--- src/lerp_pkg.sv ---
// shared widths, codes, types and grading functions for the recovery policy unit
// no dependencies; used by the interfaces, the counter bank and the top level
package lerp_pkg;

	localparam int CHANNELS_DEF = 4;
	localparam int MASK_W       = 4;

	localparam int CMD_W   = 3;
	localparam int CHAN_W  = 3;
	localparam int CODE_W  = 4;
	localparam int RETRY_W = 8;
	localparam int ACT_W   = 3;
	localparam int SEL_W   = 3;
	localparam int SEV_W   = 3;
	localparam int DELAY_W = 16;
	localparam int CTR_W   = 32;
	localparam int CE_W    = 8;
	localparam int SRUN_W  = 4;
	localparam int NUM_CTRS = 8;

	localparam int REG_IDX_W  = 3;
	localparam int REG_DATA_W = 16;

	// commands
	localparam logic [CMD_W-1:0] CMD_REPORT   = 3'd0;
	localparam logic [CMD_W-1:0] CMD_SUCCESS  = 3'd1;
	localparam logic [CMD_W-1:0] CMD_EXECUTE  = 3'd2;
	localparam logic [CMD_W-1:0] CMD_CLEAR    = 3'd3;
	localparam logic [CMD_W-1:0] CMD_READ     = 3'd4;
	localparam logic [CMD_W-1:0] CMD_LEAVE_FB = 3'd5;

	// error codes
	localparam logic [CODE_W-1:0] ERR_OK        = 4'd0;
	localparam logic [CODE_W-1:0] ERR_BUSY      = 4'd1;
	localparam logic [CODE_W-1:0] ERR_TIMEOUT   = 4'd2;
	localparam logic [CODE_W-1:0] ERR_NAK       = 4'd3;
	localparam logic [CODE_W-1:0] ERR_ARB_LOST  = 4'd4;
	localparam logic [CODE_W-1:0] ERR_DMA       = 4'd5;
	localparam logic [CODE_W-1:0] ERR_BAD_PARAM = 4'd6;
	localparam logic [CODE_W-1:0] ERR_NOT_INIT  = 4'd7;

	// severities
	localparam logic [SEV_W-1:0] SEV_INFO     = 3'd0;
	localparam logic [SEV_W-1:0] SEV_WARNING  = 3'd1;
	localparam logic [SEV_W-1:0] SEV_ERROR    = 3'd2;
	localparam logic [SEV_W-1:0] SEV_CRITICAL = 3'd3;
	localparam logic [SEV_W-1:0] SEV_FATAL    = 3'd4;

	// recovery actions
	localparam logic [ACT_W-1:0] ACT_NONE          = 3'd0;
	localparam logic [ACT_W-1:0] ACT_RETRY_NOW     = 3'd1;
	localparam logic [ACT_W-1:0] ACT_RETRY_DELAYED = 3'd2;
	localparam logic [ACT_W-1:0] ACT_FALLBACK      = 3'd3;
	localparam logic [ACT_W-1:0] ACT_RESET_PERIPH  = 3'd4;
	localparam logic [ACT_W-1:0] ACT_RESTART       = 3'd5;

	// configuration register indexes
	localparam logic [REG_IDX_W-1:0] REG_RETRY_LIMIT  = 3'd0;
	localparam logic [REG_IDX_W-1:0] REG_DELAY_BASE   = 3'd1;
	localparam logic [REG_IDX_W-1:0] REG_DELAY_CAP    = 3'd2;
	localparam logic [REG_IDX_W-1:0] REG_ALLOW_FB     = 3'd3;
	localparam logic [REG_IDX_W-1:0] REG_ALLOW_PRESET = 3'd4;

	// statistics counter slots
	localparam int CTR_REPORTS    = 0;
	localparam int CTR_TIMEOUTS   = 1;
	localparam int CTR_NAKS       = 2;
	localparam int CTR_DMA        = 3;
	localparam int CTR_ARB_LOST   = 4;
	localparam int CTR_FALLBACKS  = 5;
	localparam int CTR_RESETS     = 6;
	localparam int CTR_RESETS_REC = 7;

	localparam logic [CE_W-1:0]   CE_MAX        = 8'hFF;
	localparam logic [CE_W-1:0]   CE_RESET_MIN  = 8'd10;
	localparam logic [CE_W-1:0]   CE_DMA_RESET  = 8'd5;
	localparam logic [SRUN_W-1:0] SRUN_EXIT     = 4'd10;

	localparam logic [RETRY_W-1:0] RETRY_LIMIT_RST = 8'd3;
	localparam logic [DELAY_W-1:0] DELAY_BASE_RST  = 16'd10;
	localparam logic [DELAY_W-1:0] DELAY_CAP_RST   = 16'd1000;

	typedef struct packed {
		logic                clear;
		logic [NUM_CTRS-1:0] bump;
	} ctr_ctl_t;

	function automatic logic [SEV_W-1:0] grade_f(
		input logic [CODE_W-1:0]  code,
		input logic [RETRY_W-1:0] retry
	);
		logic [SEV_W-1:0] sev;
		case (code)
			ERR_OK:        sev = SEV_INFO;
			ERR_BUSY:      sev = (retry > 8'd2) ? SEV_WARNING : SEV_INFO;
			ERR_TIMEOUT:   sev = (retry > 8'd3) ? SEV_ERROR : SEV_WARNING;
			ERR_NAK:       sev = (retry > 8'd2) ? SEV_ERROR : SEV_WARNING;
			ERR_ARB_LOST:  sev = SEV_WARNING;
			ERR_DMA:       sev = (retry > 8'd1) ? SEV_CRITICAL : SEV_ERROR;
			ERR_BAD_PARAM: sev = SEV_CRITICAL;
			ERR_NOT_INIT:  sev = SEV_FATAL;
			default:       sev = SEV_ERROR;
		endcase
		return sev;
	endfunction

	function automatic logic [ACT_W-1:0] choose_f(
		input logic [CODE_W-1:0]  code,
		input logic [RETRY_W-1:0] retry,
		input logic [RETRY_W-1:0] limit,
		input logic [CE_W-1:0]    run
	);
		logic [ACT_W-1:0] act;
		case (code)
			ERR_BUSY:      act = (retry < 8'd2) ? ACT_RETRY_DELAYED : ACT_FALLBACK;
			ERR_TIMEOUT:   act = (retry < limit) ? ACT_RETRY_DELAYED : ACT_FALLBACK;
			ERR_NAK:       act = (retry < 8'd3) ? ACT_RETRY_NOW : ACT_FALLBACK;
			ERR_ARB_LOST:  act = ACT_RETRY_DELAYED;
			ERR_DMA: begin
				if (retry == '0)
					act = ACT_RETRY_NOW;
				else
					act = (run > CE_DMA_RESET) ? ACT_RESET_PERIPH : ACT_FALLBACK;
			end
			ERR_BAD_PARAM: act = ACT_RESTART;
			ERR_NOT_INIT:  act = ACT_RESTART;
			default:       act = ACT_FALLBACK;
		endcase
		return act;
	endfunction

endpackage

--- src/lerp_req_if.sv ---
// request channel: valid/ready handshake with the command item fields
// depends on lerp_pkg for field widths
interface lerp_req_if;
	logic                           valid;
	logic                           ready;
	logic [lerp_pkg::CMD_W-1:0]     command;
	logic [lerp_pkg::CHAN_W-1:0]    channel;
	logic [lerp_pkg::CODE_W-1:0]    fault_code;
	logic [lerp_pkg::RETRY_W-1:0]   retries_made;
	logic [lerp_pkg::ACT_W-1:0]     action_in;
	logic [lerp_pkg::SEL_W-1:0]     counter_select;

	modport source (output valid, command, channel, fault_code, retries_made, action_in,
		counter_select, input ready);
	modport sink (input valid, command, channel, fault_code, retries_made, action_in,
		counter_select, output ready);
endinterface

--- src/lerp_rsp_if.sv ---
// response channel: valid/ready handshake with the result item fields
// depends on lerp_pkg for field widths
interface lerp_rsp_if;
	logic                           valid;
	logic                           ready;
	logic [lerp_pkg::SEV_W-1:0]     severity;
	logic [lerp_pkg::ACT_W-1:0]     recovery_action;
	logic [lerp_pkg::DELAY_W-1:0]   retry_delay_ms;
	logic                           recovery_ok;
	logic                           peripheral_reset_pulse;
	logic                           restart_request;
	logic [lerp_pkg::MASK_W-1:0]    fallback_mask;
	logic [lerp_pkg::CTR_W-1:0]     counter_value;

	modport source (output valid, severity, recovery_action, retry_delay_ms, recovery_ok,
		peripheral_reset_pulse, restart_request, fallback_mask, counter_value, input ready);
	modport sink (input valid, severity, recovery_action, retry_delay_ms, recovery_ok,
		peripheral_reset_pulse, restart_request, fallback_mask, counter_value, output ready);
endinterface

--- src/lerp_cfg_if.sv ---
// configuration write channel: valid/ready with register index and write data
// depends on lerp_pkg for widths
interface lerp_cfg_if;
	logic                             valid;
	logic                             ready;
	logic [lerp_pkg::REG_IDX_W-1:0]   idx;
	logic [lerp_pkg::REG_DATA_W-1:0]  wdata;

	modport source (output valid, idx, wdata, input ready);
	modport sink (input valid, idx, wdata, output ready);
endinterface

--- src/lerp_ctrs.sv ---
// bank of eight saturating statistics counters with clear and one read port
// depends on lerp_pkg for widths and the control struct
module lerp_ctrs (
	input  logic                           clk,
	input  logic                           arst_n,
	input  lerp_pkg::ctr_ctl_t             ctl,
	input  logic [lerp_pkg::SEL_W-1:0]     sel,
	output logic [lerp_pkg::CTR_W-1:0]     rd_data
);
	import lerp_pkg::*;

	logic [CTR_W-1:0] ctr_q [NUM_CTRS];

	always_ff @(posedge clk or negedge arst_n) begin
		if (!arst_n) begin
			for (int i = 0; i < NUM_CTRS; i++)
				ctr_q[i] <= '0;
		end else if (ctl.clear) begin
			for (int i = 0; i < NUM_CTRS; i++)
				ctr_q[i] <= '0;
		end else begin
			for (int i = 0; i < NUM_CTRS; i++)
				if (ctl.bump[i] && (ctr_q[i] != '1))
					ctr_q[i] <= ctr_q[i] + 1'b1;
		end
	end

	assign rd_data = ctr_q[sel];

endmodule

--- src/link_error_recovery_policy_unit.sv ---
// an accepted item is loaded into the input register, then into the result register once
// that is empty or being taken; channel state is read and written back as the item moves
// throughput: one item per cycle unless the receiver stalls the result channel
// reset: all channel state and counters cleared, registers to defaults
// depends on lerp_pkg, lerp_req_if, lerp_rsp_if, lerp_cfg_if and lerp_ctrs
module link_error_recovery_policy_unit #(
	parameter int CHANNELS = lerp_pkg::CHANNELS_DEF
) (
	input  logic       clk,
	input  logic       arst_n,
	lerp_req_if.sink   req_ch,
	lerp_rsp_if.source rsp_ch,
	lerp_cfg_if.sink   cfg_ch
);
	import lerp_pkg::*;

	localparam int CH_W   = (CHANNELS > 1) ? $clog2(CHANNELS) : 1;
	localparam int MASK_N = (CHANNELS < MASK_W) ? CHANNELS : MASK_W;
	localparam logic [CHAN_W:0] CH_CNT = (CHAN_W+1)'(CHANNELS);

	// configuration
	logic [RETRY_W-1:0] retry_limit_q;
	logic [DELAY_W-1:0] delay_base_q;
	logic [DELAY_W-1:0] delay_cap_q;
	logic               allow_fb_q;
	logic               allow_preset_q;

	// input register
	logic               vld_s1;
	logic [CMD_W-1:0]   cmd_s1;
	logic [CHAN_W-1:0]  chan_s1;
	logic [CODE_W-1:0]  code_s1;
	logic [RETRY_W-1:0] retry_s1;
	logic [ACT_W-1:0]   act_s1;
	logic [SEL_W-1:0]   sel_s1;

	// channel state
	logic [CE_W-1:0]     ce_q [CHANNELS];
	logic [SRUN_W-1:0]   srun_q [CHANNELS];
	logic [CHANNELS-1:0] fb_q;

	// result register
	logic               out_vld_q;
	logic [SEV_W-1:0]   sev_q;
	logic [ACT_W-1:0]   action_q;
	logic [DELAY_W-1:0] delay_q;
	logic               ok_q;
	logic               pulse_q;
	logic               restart_q;
	logic [MASK_W-1:0]  mask_q;
	logic [CTR_W-1:0]   value_q;

	logic                adv;
	logic                chan_ok;
	logic [CH_W-1:0]     ch_idx;
	logic [CE_W-1:0]     cur_ce;
	logic [SRUN_W-1:0]   cur_srun;
	logic                cur_fb;
	logic                ce_we;
	logic [CE_W-1:0]     ce_nxt;
	logic                srun_we;
	logic [SRUN_W-1:0]   srun_nxt;
	logic                fb_we;
	logic                fb_nxt;
	logic                clr;
	logic [CHANNELS-1:0] fb_d;
	logic [SEV_W-1:0]    sev_d;
	logic [ACT_W-1:0]    action_d;
	logic [DELAY_W-1:0]  delay_d;
	logic                ok_d;
	logic                pulse_d;
	logic                restart_d;
	logic [MASK_W-1:0]   mask_d;
	logic [CTR_W-1:0]    value_d;
	logic [CTR_W-1:0]    ctr_rd;
	logic [CTR_W-1:0]    shifted;
	logic                retry_pass;
	logic [SRUN_W-1:0]   srun_inc;
	logic [NUM_CTRS-1:0] bump;
	ctr_ctl_t            ctr_ctl;

	assign adv          = vld_s1 && (!out_vld_q || rsp_ch.ready);
	assign req_ch.ready = !vld_s1 || adv;
	assign cfg_ch.ready = 1'b1;

	always_ff @(posedge clk or negedge arst_n) begin
		if (!arst_n) begin
			retry_limit_q  <= RETRY_LIMIT_RST;
			delay_base_q   <= DELAY_BASE_RST;
			delay_cap_q    <= DELAY_CAP_RST;
			allow_fb_q     <= 1'b1;
			allow_preset_q <= 1'b1;
		end else if (cfg_ch.valid) begin
			case (cfg_ch.idx)
				REG_RETRY_LIMIT:  retry_limit_q  <= cfg_ch.wdata[RETRY_W-1:0];
				REG_DELAY_BASE:   delay_base_q   <= cfg_ch.wdata;
				REG_DELAY_CAP:    delay_cap_q    <= cfg_ch.wdata;
				REG_ALLOW_FB:     allow_fb_q     <= cfg_ch.wdata[0];
				REG_ALLOW_PRESET: allow_preset_q <= cfg_ch.wdata[0];
				default: ;
			endcase
		end
	end

	always_ff @(posedge clk or negedge arst_n) begin
		if (!arst_n)
			vld_s1 <= 1'b0;
		else if (req_ch.valid && req_ch.ready)
			vld_s1 <= 1'b1;
		else if (adv)
			vld_s1 <= 1'b0;
	end

	always_ff @(posedge clk) begin
		if (req_ch.valid && req_ch.ready) begin
			cmd_s1   <= req_ch.command;
			chan_s1  <= req_ch.channel;
			code_s1  <= req_ch.fault_code;
			retry_s1 <= req_ch.retries_made;
			act_s1   <= req_ch.action_in;
			sel_s1   <= req_ch.counter_select;
		end
	end

	// out-of-range report channels fold onto channel 0
	assign chan_ok  = {1'b0, chan_s1} < CH_CNT;
	assign ch_idx   = chan_ok ? chan_s1[CH_W-1:0] : '0;
	assign cur_ce   = ce_q[ch_idx];
	assign cur_srun = srun_q[ch_idx];
	assign cur_fb   = fb_q[ch_idx];
	assign srun_inc = cur_srun + 1'b1;
	assign shifted  = {{(CTR_W-DELAY_W){1'b0}}, delay_base_q} << retry_s1[3:0];
	assign retry_pass = ({1'b0, retry_s1} + 9'd1) < {1'b0, retry_limit_q};

	always_comb begin
		sev_d     = SEV_INFO;
		action_d  = ACT_NONE;
		delay_d   = '0;
		ok_d      = 1'b0;
		pulse_d   = 1'b0;
		restart_d = 1'b0;
		value_d   = '0;
		ce_we     = 1'b0;
		ce_nxt    = '0;
		srun_we   = 1'b0;
		srun_nxt  = cur_srun;
		fb_we     = 1'b0;
		fb_nxt    = cur_fb;
		clr       = 1'b0;
		bump      = '0;
		case (cmd_s1)
			CMD_REPORT: begin
				sev_d    = grade_f(code_s1, retry_s1);
				action_d = choose_f(code_s1, retry_s1, retry_limit_q, cur_ce);
				bump[CTR_REPORTS]  = 1'b1;
				bump[CTR_TIMEOUTS] = (code_s1 == ERR_TIMEOUT);
				bump[CTR_NAKS]     = (code_s1 == ERR_NAK);
				bump[CTR_DMA]      = (code_s1 == ERR_DMA);
				bump[CTR_ARB_LOST] = (code_s1 == ERR_ARB_LOST);
				ce_we  = 1'b1;
				ce_nxt = (cur_ce == CE_MAX) ? cur_ce : cur_ce + 1'b1;
			end
			CMD_SUCCESS: begin
				if (chan_ok) begin
					ce_we = 1'b1;
					if (cur_fb) begin
						srun_we = 1'b1;
						if (srun_inc > SRUN_EXIT) begin
							srun_nxt = '0;
							fb_we    = 1'b1;
							fb_nxt   = 1'b0;
						end else begin
							srun_nxt = srun_inc;
						end
					end
				end
			end
			CMD_EXECUTE: begin
				if (chan_ok) begin
					case (act_s1)
						ACT_RETRY_NOW, ACT_RETRY_DELAYED: begin
							if (act_s1 == ACT_RETRY_DELAYED) begin
								if (retry_s1 >= 8'd16)
									delay_d = delay_cap_q;
								else if (shifted < {{(CTR_W-DELAY_W){1'b0}}, delay_cap_q})
									delay_d = shifted[DELAY_W-1:0];
								else
									delay_d = delay_cap_q;
							end
							if (retry_pass) begin
								ce_we = 1'b1;
								ok_d  = 1'b1;
							end
						end
						ACT_FALLBACK: begin
							if (allow_fb_q) begin
								fb_we  = 1'b1;
								fb_nxt = 1'b1;
								bump[CTR_FALLBACKS] = 1'b1;
								ok_d   = 1'b1;
							end
						end
						ACT_RESET_PERIPH: begin
							if (allow_preset_q && (cur_ce > CE_RESET_MIN)) begin
								ce_we   = 1'b1;
								bump[CTR_RESETS]     = 1'b1;
								bump[CTR_RESETS_REC] = 1'b1;
								pulse_d = 1'b1;
								ok_d    = 1'b1;
							end
						end
						ACT_RESTART: restart_d = 1'b1;
						default: ;
					endcase
				end
			end
			CMD_CLEAR: clr = 1'b1;
			CMD_READ: value_d = ctr_rd;
			CMD_LEAVE_FB: begin
				if (chan_ok) begin
					fb_we  = 1'b1;
					fb_nxt = 1'b0;
				end
			end
			default: ;
		endcase
	end

	always_comb begin
		fb_d = fb_q;
		if (clr)
			fb_d = '0;
		else if (fb_we)
			fb_d[ch_idx] = fb_nxt;
		mask_d = '0;
		for (int c = 0; c < MASK_N; c++)
			mask_d[c] = fb_d[c];
	end

	always_ff @(posedge clk or negedge arst_n) begin
		if (!arst_n) begin
			fb_q <= '0;
			for (int c = 0; c < CHANNELS; c++) begin
				ce_q[c]   <= '0;
				srun_q[c] <= '0;
			end
		end else if (adv) begin
			fb_q <= fb_d;
			if (clr) begin
				for (int c = 0; c < CHANNELS; c++)
					ce_q[c] <= '0;
			end else if (ce_we) begin
				ce_q[ch_idx] <= ce_nxt;
			end
			if (srun_we)
				srun_q[ch_idx] <= srun_nxt;
		end
	end

	assign ctr_ctl.clear = adv && clr;
	assign ctr_ctl.bump  = adv ? bump : '0;

	lerp_ctrs u_ctrs (
		.clk     (clk),
		.arst_n  (arst_n),
		.ctl     (ctr_ctl),
		.sel     (sel_s1),
		.rd_data (ctr_rd)
	);

	always_ff @(posedge clk or negedge arst_n) begin
		if (!arst_n)
			out_vld_q <= 1'b0;
		else if (adv)
			out_vld_q <= 1'b1;
		else if (rsp_ch.ready)
			out_vld_q <= 1'b0;
	end

	always_ff @(posedge clk) begin
		if (adv) begin
			sev_q     <= sev_d;
			action_q  <= action_d;
			delay_q   <= delay_d;
			ok_q      <= ok_d;
			pulse_q   <= pulse_d;
			restart_q <= restart_d;
			mask_q    <= mask_d;
			value_q   <= value_d;
		end
	end

	assign rsp_ch.valid                  = out_vld_q;
	assign rsp_ch.severity               = sev_q;
	assign rsp_ch.recovery_action        = action_q;
	assign rsp_ch.retry_delay_ms         = delay_q;
	assign rsp_ch.recovery_ok            = ok_q;
	assign rsp_ch.peripheral_reset_pulse = pulse_q;
	assign rsp_ch.restart_request        = restart_q;
	assign rsp_ch.fallback_mask          = mask_q;
	assign rsp_ch.counter_value          = value_q;

endmodule

--- src/flat_wrapper.sv ---
// flat-port wrapper written by rule: the top's interface ports become plain ports
module link_error_recovery_policy_unit_flat import lerp_pkg::*;
#(
	parameter int CHANNELS = lerp_pkg::CHANNELS_DEF
)
  (clk, arst_n, req_ch_valid, req_ch_command, req_ch_channel, req_ch_fault_code, req_ch_retries_made, req_ch_action_in, req_ch_counter_select, req_ch_ready, rsp_ch_valid, rsp_ch_severity, rsp_ch_recovery_action, rsp_ch_retry_delay_ms, rsp_ch_recovery_ok, rsp_ch_peripheral_reset_pulse, rsp_ch_restart_request, rsp_ch_fallback_mask, rsp_ch_counter_value, rsp_ch_ready, cfg_ch_valid, cfg_ch_idx, cfg_ch_wdata, cfg_ch_ready);
  lerp_req_if req_ch_i ();
  lerp_rsp_if rsp_ch_i ();
  lerp_cfg_if cfg_ch_i ();
  input  logic clk;
  input  logic arst_n;
  input wire logic [$bits(req_ch_i.valid)-1:0] req_ch_valid;
  input wire logic [$bits(req_ch_i.command)-1:0] req_ch_command;
  input wire logic [$bits(req_ch_i.channel)-1:0] req_ch_channel;
  input wire logic [$bits(req_ch_i.fault_code)-1:0] req_ch_fault_code;
  input wire logic [$bits(req_ch_i.retries_made)-1:0] req_ch_retries_made;
  input wire logic [$bits(req_ch_i.action_in)-1:0] req_ch_action_in;
  input wire logic [$bits(req_ch_i.counter_select)-1:0] req_ch_counter_select;
  output wire logic [$bits(req_ch_i.ready)-1:0] req_ch_ready;
  output wire logic [$bits(rsp_ch_i.valid)-1:0] rsp_ch_valid;
  output wire logic [$bits(rsp_ch_i.severity)-1:0] rsp_ch_severity;
  output wire logic [$bits(rsp_ch_i.recovery_action)-1:0] rsp_ch_recovery_action;
  output wire logic [$bits(rsp_ch_i.retry_delay_ms)-1:0] rsp_ch_retry_delay_ms;
  output wire logic [$bits(rsp_ch_i.recovery_ok)-1:0] rsp_ch_recovery_ok;
  output wire logic [$bits(rsp_ch_i.peripheral_reset_pulse)-1:0] rsp_ch_peripheral_reset_pulse;
  output wire logic [$bits(rsp_ch_i.restart_request)-1:0] rsp_ch_restart_request;
  output wire logic [$bits(rsp_ch_i.fallback_mask)-1:0] rsp_ch_fallback_mask;
  output wire logic [$bits(rsp_ch_i.counter_value)-1:0] rsp_ch_counter_value;
  input wire logic [$bits(rsp_ch_i.ready)-1:0] rsp_ch_ready;
  input wire logic [$bits(cfg_ch_i.valid)-1:0] cfg_ch_valid;
  input wire logic [$bits(cfg_ch_i.idx)-1:0] cfg_ch_idx;
  input wire logic [$bits(cfg_ch_i.wdata)-1:0] cfg_ch_wdata;
  output wire logic [$bits(cfg_ch_i.ready)-1:0] cfg_ch_ready;
  assign req_ch_i.valid = req_ch_valid;
  assign req_ch_i.command = req_ch_command;
  assign req_ch_i.channel = req_ch_channel;
  assign req_ch_i.fault_code = req_ch_fault_code;
  assign req_ch_i.retries_made = req_ch_retries_made;
  assign req_ch_i.action_in = req_ch_action_in;
  assign req_ch_i.counter_select = req_ch_counter_select;
  assign req_ch_ready = req_ch_i.ready;
  assign rsp_ch_valid = rsp_ch_i.valid;
  assign rsp_ch_severity = rsp_ch_i.severity;
  assign rsp_ch_recovery_action = rsp_ch_i.recovery_action;
  assign rsp_ch_retry_delay_ms = rsp_ch_i.retry_delay_ms;
  assign rsp_ch_recovery_ok = rsp_ch_i.recovery_ok;
  assign rsp_ch_peripheral_reset_pulse = rsp_ch_i.peripheral_reset_pulse;
  assign rsp_ch_restart_request = rsp_ch_i.restart_request;
  assign rsp_ch_fallback_mask = rsp_ch_i.fallback_mask;
  assign rsp_ch_counter_value = rsp_ch_i.counter_value;
  assign rsp_ch_i.ready = rsp_ch_ready;
  assign cfg_ch_i.valid = cfg_ch_valid;
  assign cfg_ch_i.idx = cfg_ch_idx;
  assign cfg_ch_i.wdata = cfg_ch_wdata;
  assign cfg_ch_ready = cfg_ch_i.ready;
  link_error_recovery_policy_unit #(.CHANNELS(CHANNELS)) u_core (.clk(clk), .arst_n(arst_n), .req_ch(req_ch_i), .rsp_ch(rsp_ch_i), .cfg_ch(cfg_ch_i));
endmodule
--- config.mk ---
export PLATFORM = sky130hd
export DESIGN_NAME = link_error_recovery_policy_unit_flat
export DESIGN_NICKNAME = d
export VERILOG_FILES = /design/src/lerp_pkg.sv /design/src/lerp_req_if.sv /design/src/lerp_rsp_if.sv /design/src/lerp_cfg_if.sv /design/src/lerp_ctrs.sv /design/src/link_error_recovery_policy_unit.sv /design/src/flat_wrapper.sv
export SDC_FILE = /design/constraint.sdc
export NUM_CORES = 1
export LEC_CHECK = 0
export ABC_CLOCK_PERIOD_IN_PS = 3800
export BUFFER_PORTS_ARGS = -buffer_cell sky130_fd_sc_hd__buf_4
export CAP_MARGIN = 20
export CORE_MARGIN = 1.5
export CORE_UTILIZATION = 45
export DETAILED_ROUTE_END_ITERATION = 10
export PLACE_DENSITY = 0.63
export SLEW_MARGIN = 20
export SYNTH_ARGS = -nofsm -noshare
export SYNTH_HDL_FRONTEND = slang
export SYNTH_SLANG_ARGS = --single-unit
--- constraint.sdc ---
create_clock -name clk -period 3.8 [get_ports clk]
set_input_delay 0.38 -clock clk [delete_from_list [all_inputs] [get_ports clk]]
set_output_delay 0.38 -clock clk [all_outputs]
set_load 0.02 [all_outputs]
# After elaboration in Yosys (flattened, before gate mapping)
# Index checks and enable logic that the tools add are counted.
[word_totals]
ff_bits = 437
inputBits = 48
word_cells = 235
[op_classes]
addsub = 11
order_cmp = 18
n_eq_ne = 30
shift = 1
n_mux = 90
bitwise_logic = 2
n_reduce_logical = 45
[ops]
columns = ["cell", "count"]
rows = [
  ["two-way mux 32 bit", 12],
  ["adder 32 x 1 -> 32 bit (second input constant)", 8],
  ["two-way mux 256 bit", 1],
  ["inequality test 32 bit (second input constant)", 8],
  ["binary-select mux 32 bit (select 3 bit)", 1],
  ["two-way mux 8 bit", 6],
  ["two-way mux 4 bit", 9],
  ["bitwise mux 32 bit", 1],
  ["less-than comparator 32 x 16 -> 1 bit", 1],
  ["two-way mux 1 bit", 32],
  ["two-way mux 16 bit", 2],
  ["<< shifter 16 x 4 -> 32 bit", 1],
  ["case mux 3 bit (8 select lines)", 1],
  ["nonzero test 2 bit", 11],
  ["== test 3 x 2 -> 1 bit (second input constant)", 6],
  ["case mux 3 bit (6 select lines)", 1],
  ["binary-select mux 8 bit (select 2 bit)", 1],
  ["bitwise mux 16 bit", 1],
  ["demux 8 bit (select 2 bit)", 1],
  ["== test 4 x 3 -> 1 bit (second input constant)", 4],
  ["greater-than comparator 8 x 2 -> 1 bit (second input constant)", 2],
  ["less-than comparator 8 x 2 -> 1 bit (second input constant)", 2],
  ["AND reduction 2 bit", 8],
  ["== test 3 bit (second input constant)", 5],
  ["other kinds (41)", 72],
]

# Longest topological paths before layout
[depth]
depth_word = 16
ltp_mapped = 17
ltp_nobuf = 13

# Hierarchy
# A second synthesis with hierarchy kept.
[hier_totals]
cells_unflattened = 2522
area_unflattened_um2 = 25776.0
[modules_own_cells]
columns = ["module", "instances", "cells_per_inst", "area_per_inst_um2", "seq_area_each_um2"]
rows = [
  ["lerp_ctrs", 1, 1658, 16040.4, 6406.1],
  ["link_error_recovery_policy_unit", 1, 864, 9735.6, 4969.8],
]

# Worst setup path before layout
# No wires, ideal clock.
[synth_path]
kind = "reg2reg"
start = "register u_core.out_vld_q, in the netlist u_core.rsp_ch.valid"
end = "register u_core.srun_q[10] (netlist name)"
setup_ns = 0.125
t_arrival_ns = 3.780
required_time_ns = 3.675
slack_ns = -0.104
path_stages_with_launch = 8
cell_sequence = "dfrtp_1 nand2b_1 nand2_1 inv_1 clkbuf_1 nand2_1 nor2_1 mux2_2"
[synth_between]
elab_chain_cells = 4
[synth_lines]
columns = ["element", "line", "rtl"]
rows = [
  ["start: declaration", "link_error_recovery_policy_unit.sv:43", "logic out_vld_q;"],
  ["start signal: assignment", "link_error_recovery_policy_unit.sv:273", "out_vld_q <= 1'b0;"],
  ["start signal: assignment", "link_error_recovery_policy_unit.sv:275", "out_vld_q <= 1'b1;"],
  ["start signal: assignment", "link_error_recovery_policy_unit.sv:277", "out_vld_q <= 1'b0;"],
  ["logical NOT 1 bit", "link_error_recovery_policy_unit.sv:82", "assign adv = vld_s1 && (!out_vld_q || rsp_ch.ready);"],
  ["logical OR 1 bit", "link_error_recovery_policy_unit.sv:82", ""],
  ["logical AND 1 bit", "link_error_recovery_policy_unit.sv:82", ""],
  ["net u_core.adv", "link_error_recovery_policy_unit.sv:53", "logic adv;"],
  ["AND reduction 2 bit (no line)", "-", ""],
  ["end signal: indexed assignment", "link_error_recovery_policy_unit.sv:256", "srun_q[ch_idx] <= srun_nxt;"],
  ["end: declaration", "link_error_recovery_policy_unit.sv:39", "logic [SRUN_W-1:0] srun_q [CHANNELS];"],
]
# The timed path passes the listed nets, and every way through them passes these cells.
# A chain may end at the register's enable or synchronous reset.

# Worst setup path in the final report
[layout_path]
start = "register u_core.retry_s1[0]"
end = "register u_core.delay_q[12], in the netlist u_core.rsp_ch.retry_delay_ms[12] (data pin)"
[layout_between]
elab_chain_cells = 4
elab_cells_between_ends = 5
classes_between = "2 x order compare; 1 x shift; 2 x mux"
[layout_lines]
columns = ["element", "line", "rtl"]
rows = [
  ["start: declaration", "link_error_recovery_policy_unit.sv:33", "logic [RETRY_W-1:0] retry_s1;"],
  ["start signal: assignment", "link_error_recovery_policy_unit.sv:119", "retry_s1 <= req_ch.retries_made;"],
  ["<< shifter 16 x 4 -> 32 bit", "link_error_recovery_policy_unit.sv:132", "assign shifted = {{(CTR_W-DELAY_W){1'b0}}, delay_base_q} << retry_s1[3:0];"],
  ["less-than comparator 32 x 16 -> 1 bit", "link_error_recovery_policy_unit.sv:185", "else if (shifted < {{(CTR_W-DELAY_W){1'b0}}, delay_cap_q})"],
  ["two-way mux 16 bit", "link_error_recovery_policy_unit.sv:185", ""],
  ["two-way mux 16 bit (*)", "link_error_recovery_policy_unit.sv:183", "if (retry_s1 >= 8'd16)"],
  ["end signal: assignment", "link_error_recovery_policy_unit.sv:284", "delay_q <= delay_d;"],
  ["end: declaration", "link_error_recovery_policy_unit.sv:46", "logic [DELAY_W-1:0] delay_q;"],
]
# Mark *: on every way between the ends. The rest lies on a longest branch, timed or not.

==> metrics <==
FP Rows 86; synth warn 0; Worst-Margin Slew about 1000 ps; core area about 55000 um^2; Initial Util around 45%; die height 239 um; total routed wirelength between 70000 and 80000 um; Area Growth Syn to Fin 15.3%; routed vias/inst around 6; final-stage net count 2696; Iter 0 DRT Violations between 2000 and 2500; Synthesized Nets around 2600; initial antenna violation count 0; H-tree levels 2; max incr delay on CP approximately 540 ps; CP most frequent cell a21oi_1; CTS Buf Count 49; Post-synth ARST share 80.5%; Post-Syn Area ~25000 um^2; Critical Path AT just over 4000 ps; layout cells sized above 1 between 15 and 20%; worst path cell trace buf_12, mux4_2, a21oi_1, a21oi_1, ha_1, a21o_1, a21oi_1, o2111ai_1, nor2_1, nand3_2, mux2i_1, nor2_1; die area about 57000 um^2; GR Overflow Total 0; GPL Wtd Cong around 0.94; Setup-failing EPs final 0; PwrDens 398 nW/um^2; Leak about 0.012 uW; CTS root buffer clkbuf_16; status finished, final reports clean; Max Cap Viol 0; Synth Register Bits around 440; worst-path maximum fanout 31; worst path required time approximately 4100 ps; Syn Inst Count ~2500; Crit Path Class flop to flop; Vias ~20000; clock sinks between 400 and 500; EDFF count, synth 85; DRC violation count after routing 0; vias in the first global route around 20000; post-route antenna net violation count 0; main flop type after synthesis dfrtp_1; Hold WC Path Type primary input to flop; first-pass GRT wire length between 100000 and 150000 um; Tot Pwr ~12000 uW; Clock Latency Late Sink about 610 ps; Max Slew Vio Count 0; DIE WIDTH around 240 um; final hold slack about 30 ps; total I/O pin count between 100 and 150; CP endpoint kind flop; Seq/Total Area, Yosys between 40% and 50%; Avg Cell Area, Syn approximately 10 um^2; clock-pin transition on the worst setup and hold timing paths ~60 ps; Startpoint Class flop; IO buf count 110; Slowest-stage cell, CP mux4_2; dpl hpwl around 51000 um; # diodes 0; Max transition margin between 30 and 40%; First-pass DRT Iterations 5; fin crit period 3720 ps; VDD IR max ~0.35 mV; CTS Buffer Depth 3; clk_skew 19.6 ps; TritonCTS clock tree done; fmax between 0.2 and 0.3 GHz; pin count of the biggest net entering global routing around 130; GRT Total Usage around a quarter; Setup TNS 0 ps; fin crit share around 98%; detailed-route wire length per cell 21.2 um; Hold Vio Cnt, Final 0; Cell variety after synth 83
-- placed cells by master, fill, tap and decap left out, drive strengths merged, types with 73 or more instances in the layout --
master	synthesis	routed
o21ai	102	102
nand2	197	197
mux2i	93	93
nand3	125	125
edfxtp	85	85
a21oi	85	85
inv	73	74
mux4	73	73
xnor2	92	92
nand4	82	82
buf	39	178
nor2	278	278
dfrtp	340	340
-- synth_stat cells (18+ instances only) --
library cell  count  area, um^2
dfrtp_1         340        8510
nor2_1          278        1040
nand2_1         197         739
nand3_1         125         626
o21ai_0         100         500
mux2i_1          93         931
xnor2_1          92         806
clkbuf_1         87         327
a21oi_1          85         425
edfxtp_1         85        2550
nand4_1          82         513
mux4_2           73        1640
inv_1            72         270
xor2_1           66         578
nor3_1           50         250
or3_1            49         307
ha_1             48         601
mux2_2           48         541
nand2b_1         41         257
and3_1           39         244
nor4_1           38         238
and4_1           32         280
or4_1            30         225
o2bb2ai_1        22         193
and2_1           20         125
buf_2            19        95.1
o31ai_1          18         135
-- layout make-up --
cell class | instances | area (um^2)
repair buffers | 215 | 1810
fillers | 4957 | 26200
well taps | 748 | 936
clock inverters | 27 | 230
multi-input cells | 1823 | 12900
flip-flops and latches | 437 | 11400
clock buffers | 65 | 1360
inverters | 74 | 279
-- registers in the layout (all words and copies together) (netlist names), 3 cells and up --
| name | cells |
|---|---|
| u_core.ce_q | 32 |
| u_core.rsp_ch.severity | 3 |
| u_core.chan_s1 | 3 |
| u_core.rsp_ch.recovery_action | 3 |
| u_core.rsp_ch.fallback_mask | 4 |
| u_core.u_ctrs.ctr_q | 256 |
| u_core.delay_cap_q | 16 |
| u_core.rsp_ch.retry_delay_ms | 16 |
| u_core.act_s1 | 3 |
| u_core.delay_base_q | 16 |
| u_core.srun_q | 16 |
| u_core.rsp_ch.counter_value | 32 |
| u_core.sel_s1 | 3 |
| u_core.retry_limit_q | 8 |
| u_core.fb_q | 4 |
| u_core.cmd_s1 | 3 |
| u_core.retry_s1 | 8 |
| u_core.code_s1 | 4 |
-- what timing repair did --
action | CTS | global route
buffers inserted | 0 | 3
hold buffers | 37 | 0
setup endpoints to repair | 0 | 9
gates resized for setup | 0 | 1
endpoints found under the hold margin | 107 | 0
-- kinds of logic (layout without fill, tap and decap cells) --
| group | count (synthesis) | in the layout | share of synthesized area, % |
|---|---|---|---|
| DFF | 437 | 437 | 45.4 |
| adders and majority gates | 48 | 48 | 2.40 |
| buffers and inverters | 200 | 381 | 3.19 |
| muxes | 214 | 214 | 12.4 |
| AOI/OAI and AO/OA | 358 | 358 | 9.46 |
| and+or+nand+nor | 1044 | 1044 | 21.6 |
| other | 1 | 1 | 0.0150 |
| xor gates and xnor gates | 158 | 158 | 5.52 |
-- routing by layer --
layer	vias up	part of all wire, %	track usage (%)
met5	-	0	0
met4	0	3.4	9.93
met3	116	6.2	3.64
met2	734	46	39.0
met1	10200	45	35.9
li1	9327	-	-
-- where the power goes --
part           leakage (uW)  internal, uW  switching [uW]
sequential          0.00561          5050             217
clock              0.000783          2780            2030
combinational       0.00547           605             834
-- worst max-delay path, delay by kind of cell, from the launching register on --
kind,cells,cell delay (ps)
flip-flops,1,370
AND/OR/NAND/NOR,3,700
multiplexers,2,800
buffers and inverters,1,220
AO/OA/AOI/OAI,5,1030
adder cells (fa/ha/maj),1,330
-- worst paths after layout --
kind / from / end / slack, ps / depth (start not counted)
worst max-delay path: u_core.retry_s1[0] / u_core.rsp_ch.retry_delay_ms[12] / 80 / 12
worst min-delay path: cfg_ch_wdata[4] / u_core.retry_limit_q[4] / 30 / 3
worst max register to register: u_core.retry_s1[0] / u_core.rsp_ch.retry_delay_ms[12] / 80 / 12
worst min register to register: u_core.ce_q[3] / u_core.ce_q[3] / 490 / 1
max in group asynchronous: arst_n / u_core.u_ctrs.ctr_q[90] / 2430 / 3
min in group asynchronous: arst_n / u_core.srun_q[6] / 360 / 2
-- through the flow --
stage               util, %  std cells  setup slack [ps]  cell area (um^2)
global route           52.5       3389             -37.8             28900
detailed placement     48.9       3257              79.2             26900
global placement       48.9       3257               241             26900
finish                 52.5       3389              82.3             28900
floorplan                 -       2460              26.5             25100
CTS                    52.4       3386              76.5             28900
Note: power is estimated with default switching activity, not from simulation.
